`config.mk`:
```
export PLATFORM = sky130hd
export DESIGN_NAME = sst_chain
export DESIGN_NICKNAME = d
export VERILOG_FILES = /design/src/sst_pkg.sv /design/src/sst_cell.sv /design/src/sst_chain.sv
export SDC_FILE = /design/constraint.sdc
export NUM_CORES = 2
export LEC_CHECK = 0
export ABC_AREA = 1
export BUFFER_PORTS_ARGS = -buffer_cell sky130_fd_sc_hd__buf_2
export CORE_ASPECT_RATIO = 0.75
export CORE_MARGIN = 2
export CORE_UTILIZATION = 39
export CTS_BUF_LIST = sky130_fd_sc_hd__clkbuf_8
export CTS_CLUSTER_SIZE = 10
export DETAILED_ROUTE_END_ITERATION = 8
export GPL_TIMING_DRIVEN = 0
export PLACE_DENSITY_LB_ADDON = 0.3
export SYNTH_ARGS = -nofsm -noshare
export SYNTH_HDL_FRONTEND = slang
export SYNTH_SLANG_ARGS = --single-unit
```
`constraint.sdc`:
```
create_clock -name clk -period 4.3 [get_ports clk]
set_clock_uncertainty 0.1 [all_clocks]
set_input_delay 0.43 -clock clk [delete_from_list [all_inputs] [get_ports clk]]
set_output_delay 0.43 -clock clk [all_outputs]
set_load 0.05 [all_outputs]
```
`src/sst_pkg.sv`:
```
// ----------------------------------------------------------------------------
// sst_pkg: shared types and constants of the strided service table scorer
// Holds the service identifier list, result status codes and cell types.
// ----------------------------------------------------------------------------
`default_nettype none

package sst_pkg;

    localparam int SERVICE_COUNT = 33;
    localparam int SCORE_W       = 6;
    localparam int STRIDE_W      = 6;
    localparam int SLOT_W        = 6;

    localparam logic [STRIDE_W-1:0] STRIDE_FIRST = 6'd6;
    localparam logic [STRIDE_W-1:0] STRIDE_LAST  = 6'd32;
    localparam logic [STRIDE_W-1:0] STRIDE_STEP  = 6'd2;

    localparam logic [7:0] SERVICE_IDS [SERVICE_COUNT] = '{
        8'h10, 8'h11, 8'h27, 8'h28, 8'h3E, 8'h83, 8'h84, 8'h85, 8'h86, 8'h87, 8'h22,
        8'h23, 8'h24, 8'h2A, 8'h2C, 8'h2D, 8'h2E, 8'h3D, 8'h14, 8'h19, 8'h2F, 8'h31,
        8'h33, 8'h34, 8'h35, 8'h36, 8'h37, 8'h38, 8'h18, 8'h3B, 8'h20, 8'h21, 8'h1A
    };

    typedef enum logic [1:0] {
        ST_CAND  = 2'd0,
        ST_NONE  = 2'd1,
        ST_SHORT = 2'd2
    } status_t;

    localparam logic REG_BASE = 1'b0;

    typedef struct packed {
        logic [SCORE_W-1:0]  score;
        logic [STRIDE_W-1:0] stride;
    } rank_t;

    typedef struct packed {
        logic clr;
        logic ins;
        logic pop;
    } cell_ctl_t;

    typedef struct packed {
        logic              hit;
        logic [SLOT_W-1:0] idx;
    } slot_t;

    function automatic slot_t service_slot(input logic [7:0] b);
        slot_t r;
        r = '0;
        for (int j = SERVICE_COUNT - 1; j >= 0; j--) begin
            if (SERVICE_IDS[j] == b) begin
                r.hit = 1'b1;
                r.idx = SLOT_W'(j);
            end
        end
        return r;
    endfunction

endpackage

`default_nettype wire

```
`src/sst_cell.sv`:
```
// ----------------------------------------------------------------------------
// sst_cell: one entry of the ranked candidate list
// Clears, or takes the new candidate, its upper neighbour's entry or its lower one.
// ----------------------------------------------------------------------------
`default_nettype none

module sst_cell #(
    parameter int PW = 16
) (
    input  wire                 clk,
    input  wire                 rst_n,
    input  sst_pkg::cell_ctl_t  ctl,
    input  sst_pkg::rank_t      new_rank,
    input  wire [PW-1:0]        new_pos,
    input  sst_pkg::rank_t      prev_rank,
    input  wire [PW-1:0]        prev_pos,
    input  wire                 prev_less,
    input  sst_pkg::rank_t      next_rank,
    input  wire [PW-1:0]        next_pos,
    output sst_pkg::rank_t      rank,
    output logic [PW-1:0]       pos,
    output logic                less
);

    sst_pkg::rank_t rank_reg;
    sst_pkg::rank_t rank_next;
    logic [PW-1:0]  pos_reg;
    logic [PW-1:0]  pos_next;

    assign less = rank_reg.score < new_rank.score;

    always_comb
    begin
        rank_next = rank_reg;
        pos_next  = pos_reg;
        if (ctl.clr)
        begin
            rank_next = '0;
            pos_next  = '0;
        end
        else if (ctl.ins && less)
        begin
            rank_next = prev_less ? prev_rank : new_rank;
            pos_next  = prev_less ? prev_pos : new_pos;
        end
        else if (ctl.pop)
        begin
            rank_next = next_rank;
            pos_next  = next_pos;
        end
    end

    always_ff @(posedge clk or negedge rst_n)
    begin
        if (!rst_n)
        begin
            rank_reg <= '0;
            pos_reg  <= '0;
        end
        else
        begin
            rank_reg <= rank_next;
            pos_reg  <= pos_next;
        end
    end

    assign rank = rank_reg;
    assign pos  = pos_reg;

endmodule

`default_nettype wire

```
`src/sst_chain.sv`:
```
// ----------------------------------------------------------------------------
// sst_chain: ranked candidate list as a row of cells
// Inserts by shifting down and pops the head by shifting up.
// ----------------------------------------------------------------------------
`default_nettype none

module sst_chain #(
    parameter int TOP_COUNT = 20,
    parameter int PW        = 16
) (
    input  wire                 clk,
    input  wire                 rst_n,
    input  sst_pkg::cell_ctl_t  ctl,
    input  sst_pkg::rank_t      new_rank,
    input  wire [PW-1:0]        new_pos,
    output sst_pkg::rank_t      head_rank,
    output logic [PW-1:0]       head_pos,
    output logic                second_empty
);

    sst_pkg::rank_t rank_w [TOP_COUNT+1];
    logic [PW-1:0]  pos_w  [TOP_COUNT+1];
    logic           less_w [TOP_COUNT];

    assign rank_w[TOP_COUNT] = '0;
    assign pos_w[TOP_COUNT]  = '0;

    for (genvar i = 0; i < TOP_COUNT; i++)
    begin : g_cell
        sst_pkg::rank_t p_rank;
        logic [PW-1:0]  p_pos;
        logic           p_less;
        if (i == 0)
        begin : g_head
            assign p_rank = new_rank;
            assign p_pos  = new_pos;
            assign p_less = 1'b0;
        end
        else
        begin : g_body
            assign p_rank = rank_w[i-1];
            assign p_pos  = pos_w[i-1];
            assign p_less = less_w[i-1];
        end
        sst_cell #(.PW(PW)) u_cell (
            .clk       (clk),
            .rst_n     (rst_n),
            .ctl       (ctl),
            .new_rank  (new_rank),
            .new_pos   (new_pos),
            .prev_rank (p_rank),
            .prev_pos  (p_pos),
            .prev_less (p_less),
            .next_rank (rank_w[i+1]),
            .next_pos  (pos_w[i+1]),
            .rank      (rank_w[i]),
            .pos       (pos_w[i]),
            .less      (less_w[i])
        );
    end

    assign head_rank    = rank_w[0];
    assign head_pos     = pos_w[0];
    assign second_empty = (rank_w[1].score == '0);

endmodule

`default_nettype wire

```
==> impl_metrics.yaml <==
clock_tree:
  cts.repair.resized: 0
  clockRootBuffer: "clkbuf_8"
  cts_buffer_depth: 3
  cts_buffers: 92
  htree_levels: 3
  clk_latency_ns: 0.79
  numClockSinks: 560
  cts_tree: "done"
  clk_pin_slew_ns: 0.06
yosys:
  yosys_warnings: 0
  ys_ff_latch: 560
  synth_area_mm2: 0.0378
  synth_top_cell_area_share_pct: 37.1
  synthArstFlopShare_pct: 100
  yosysMostFrequentCell: "nand2_1"
  synth_flop_cell: "dfrtp_1"
  synthCells: 5875
  synth_top_family_by_area: "simple AND/OR/NAND/NOR gates"
  ys_seq_area_share_pct: 37.1
  syn_avg_cell_area_um2: 6.43
  synth_cell_types: 26
  yosys.area.top_type: "dfrtp_1"
  synthTopCellsByArea: "dfrtp_1, nand2_1, nand3_1"
  synth-simple-area-share_pct: 46.7
  synth_compound_area_share_pct: 1.46
  muxShareOfSynthArea_pct: 0
  synth_common_cells: "nand2_1, nand3_1, inv_1"
  synth_fp_nets: 6008
  yosys.area_share.adder_pct: 3.31
  synthXorXnorAreaFrac_pct: 0
  synth_edf_count: 0
setup_path:
  critical_path_peak_fanout: 22
  slowest_delay_ns: 0.92
  r2r_slack_ns: 1.76
  reg2reg_depth: 10
  startpoint_type: "input port"
  worstSetupStartpoint: "new_rank[11]"
  critPathSlowestCell: "inv_1"
  endpoint_kind: "flip-flop"
  critPathKind: "input port to flip-flop"
  r2r-end: "g_cell[8].u_cell.pos[9]"
  rr_startpoint: "g_cell[7].u_cell.rank[11]"
  worstPathRequired_ns: 4.91
  cp.arrival_ns: 4.33
  path_cells: "clkbuf_1 > inv_1 > ha_1 > nand2_1 > inv_1 > a21oi_2 > buf_2 > clkbuf_1 > nand3_1 > nand3_1 > nand3_1 > nand2_1"
  critPathMostFrequentCell: "nand3_1"
  cp-endpoint: "g_cell[8].u_cell.pos[9]"
pwr:
  finalPower_mw: 16.7
  irDropWorstVdd_mv: 0.223
  seq_power_share_pct: 39.7
  internal_power_mw: 10.0
  swShare_pct: 40.1
  power.density_mw_per_mm2: 404
  p_sw_mw: 6.72
  combPwrFrac_pct: 31.1
  power_frac_clock_pct: 29.3
  leakage_nw: 22.6
sta:
  rsz0062_at_grt: "no"
  min_period_over_period_pct: 86.5
  maxSlewViolCount: 11
  max_freq_mhz: 269
  worstMarginPinSlew_ns: 1.54
  setup_violations: 0
  maxSlewHeadroom_pct: -2.49
  tns_ns: 0
  fin_crit_ns: 3.72
  finalHoldViolations: 0
placement:
  dp.cells: 7163
  gp_congestion: 0.958
  dpl.hpwl_um: 108000
  port_buffers: 33
detailed_routing:
  drt_drc_violations_left: 0
  drt_iter0_markers: 4593
  wl_per_cell_um: 19.1
  avgViaCountPerCell: 5.22
  wirelength_um: 140000
  ant_nets: 0
  via_count: 38269
  firstDrtPassIters: 6
cells_and_area:
  layout-drive-gt1-share_pct: 8.89
  nFillCells: 10127
  final_util_pct: 43.4
  nets: 6141
  largest_reg_flops: 320
  regArea_mm2: 0.0140
  stdcell_count: 7330
  multi_input_area_mm2: 0.0194
  synthToLayoutAreaGrowth_pct: 9.88
floorplanning:
  die_h_um: 273
  die_x_um: 363
  fp-row-count: 98
  ios: 62
  core_area_mm2: 0.0956
  die-area_mm2: 0.0993
  start_util_pct: 39.5
global_routing:
  grt_pass1_vias: 35299
  overflow: 0
  grt_max_degree: 116
  antenna_found_initial: 4
  track_usage_pct: 27.9
  grt_pass1_wl_um: 215000
worst_hold_path:
  hold_class: "input port to async pin"
run:
  drv_cap: 1
status:
  failed_checks: "capacitance limit, slew limit"
  status: "finished with violations"
area by class of cell:
class	count	share of cell area, %
clock buffer	115	3.82
sequential	560	33.8
multi-input combinational	4298	46.8
antenna	5	0.0302
clock inverter	46	0.588
buffer	413	4.93
timing repair buffer	39	0.778
inverter	604	5.47
tap	1250	3.77
cells in the final DEF, fill, tap and decap left out, drive strengths merged:
master / count
clkinv: 12
a21oi: 38
nand3: 1532
inv: 635
diode: 5
dlygate4sd3: 1
a21o: 1
dfrtp: 560
bufinv: 2
o21a: 1
or4: 1
ha: 100
buf: 347
nor2: 42
o21ai: 30
clkbuf: 219
clkinvlp: 1
nor3: 1
nand2: 2551
nand4: 1
metrics by stage:
stage	hold slack (ns)	cell area, um2	setup slack, ns
final	0.0377	41500	0.579
after global routing	0.0573	41500	0.333
after CTS	0.0106	41500	0.709
after detailed placement	0.250	39600	-0.110
after global placement	0.362	39500	-9.60
after floorplan	0.0344	37800	1.61
timing repair:
| item | 4_1_cts | 5_1_grt |
|---|---|---|
| hold endpoints to repair | 243 | 0 |
| buffers inserted | 0 | 0 |
| hold buffers | 1 | 0 |
power by group through the flow:
stage | logic (mW) | clock network, mW | registers [mW]
floorplan | 3.57 | 0 | 6.48
global placement | 4.99 | 0 | 6.70
detailed placement | 5.09 | 0 | 6.69
CTS | 5.13 | 4.94 | 6.60
global route | 5.84 | 5.18 | 6.70
finish | 5.20 | 4.90 | 6.64
worst min path at each step:
| stage | from | endpoint | slack (ns) | cells past startpoint |
|---|---|---|---|---|
| 2_1_floorplan | rst_n | g_cell[0].u_cell.pos[0] | 0.03 | 0 |
| 3_3_place_gp | g_cell[18].u_cell.pos[13] | g_cell[18].u_cell.pos[13] | 0.36 | 2 |
| 3_5_place_dp | rst_n | g_cell[11].u_cell.pos[10] | 0.25 | 1 |
| 4_1_cts | rst_n | g_cell[11].u_cell.pos[10] | 0.01 | 2 |
| 5_1_grt | rst_n | g_cell[11].u_cell.pos[10] | 0.06 | 2 |
| 6_report | rst_n | g_cell[11].u_cell.pos[10] | 0.04 | 2 |
cell families after synthesis:
family / after synthesis
AO/OA/AOI/OAI: 70
adder cells (fa/ha/maj): 100
buffers and inverters: 1017
flip-flops: 560
AND/OR/NAND/NOR: 4128
per-layer routing:
metal	vias up	GRT usage [%]	wire length, um
met5	-	0	0
met3	206	5.43	13000
li1	18792	-	-
met1	17622	43.0	67200
met4	0	8.69	3880
met2	1649	38.8	55900
critical path, delay by kind of cell:
kind                     cells  cell delay (ns)
buffers and inverters        5             2.53
adder cells (fa/ha/maj)      1             0.59
AND/OR/NAND/NOR              5             0.54
AO/OA/AOI/OAI                1             0.19
Power figures use the tool's default switching activity.
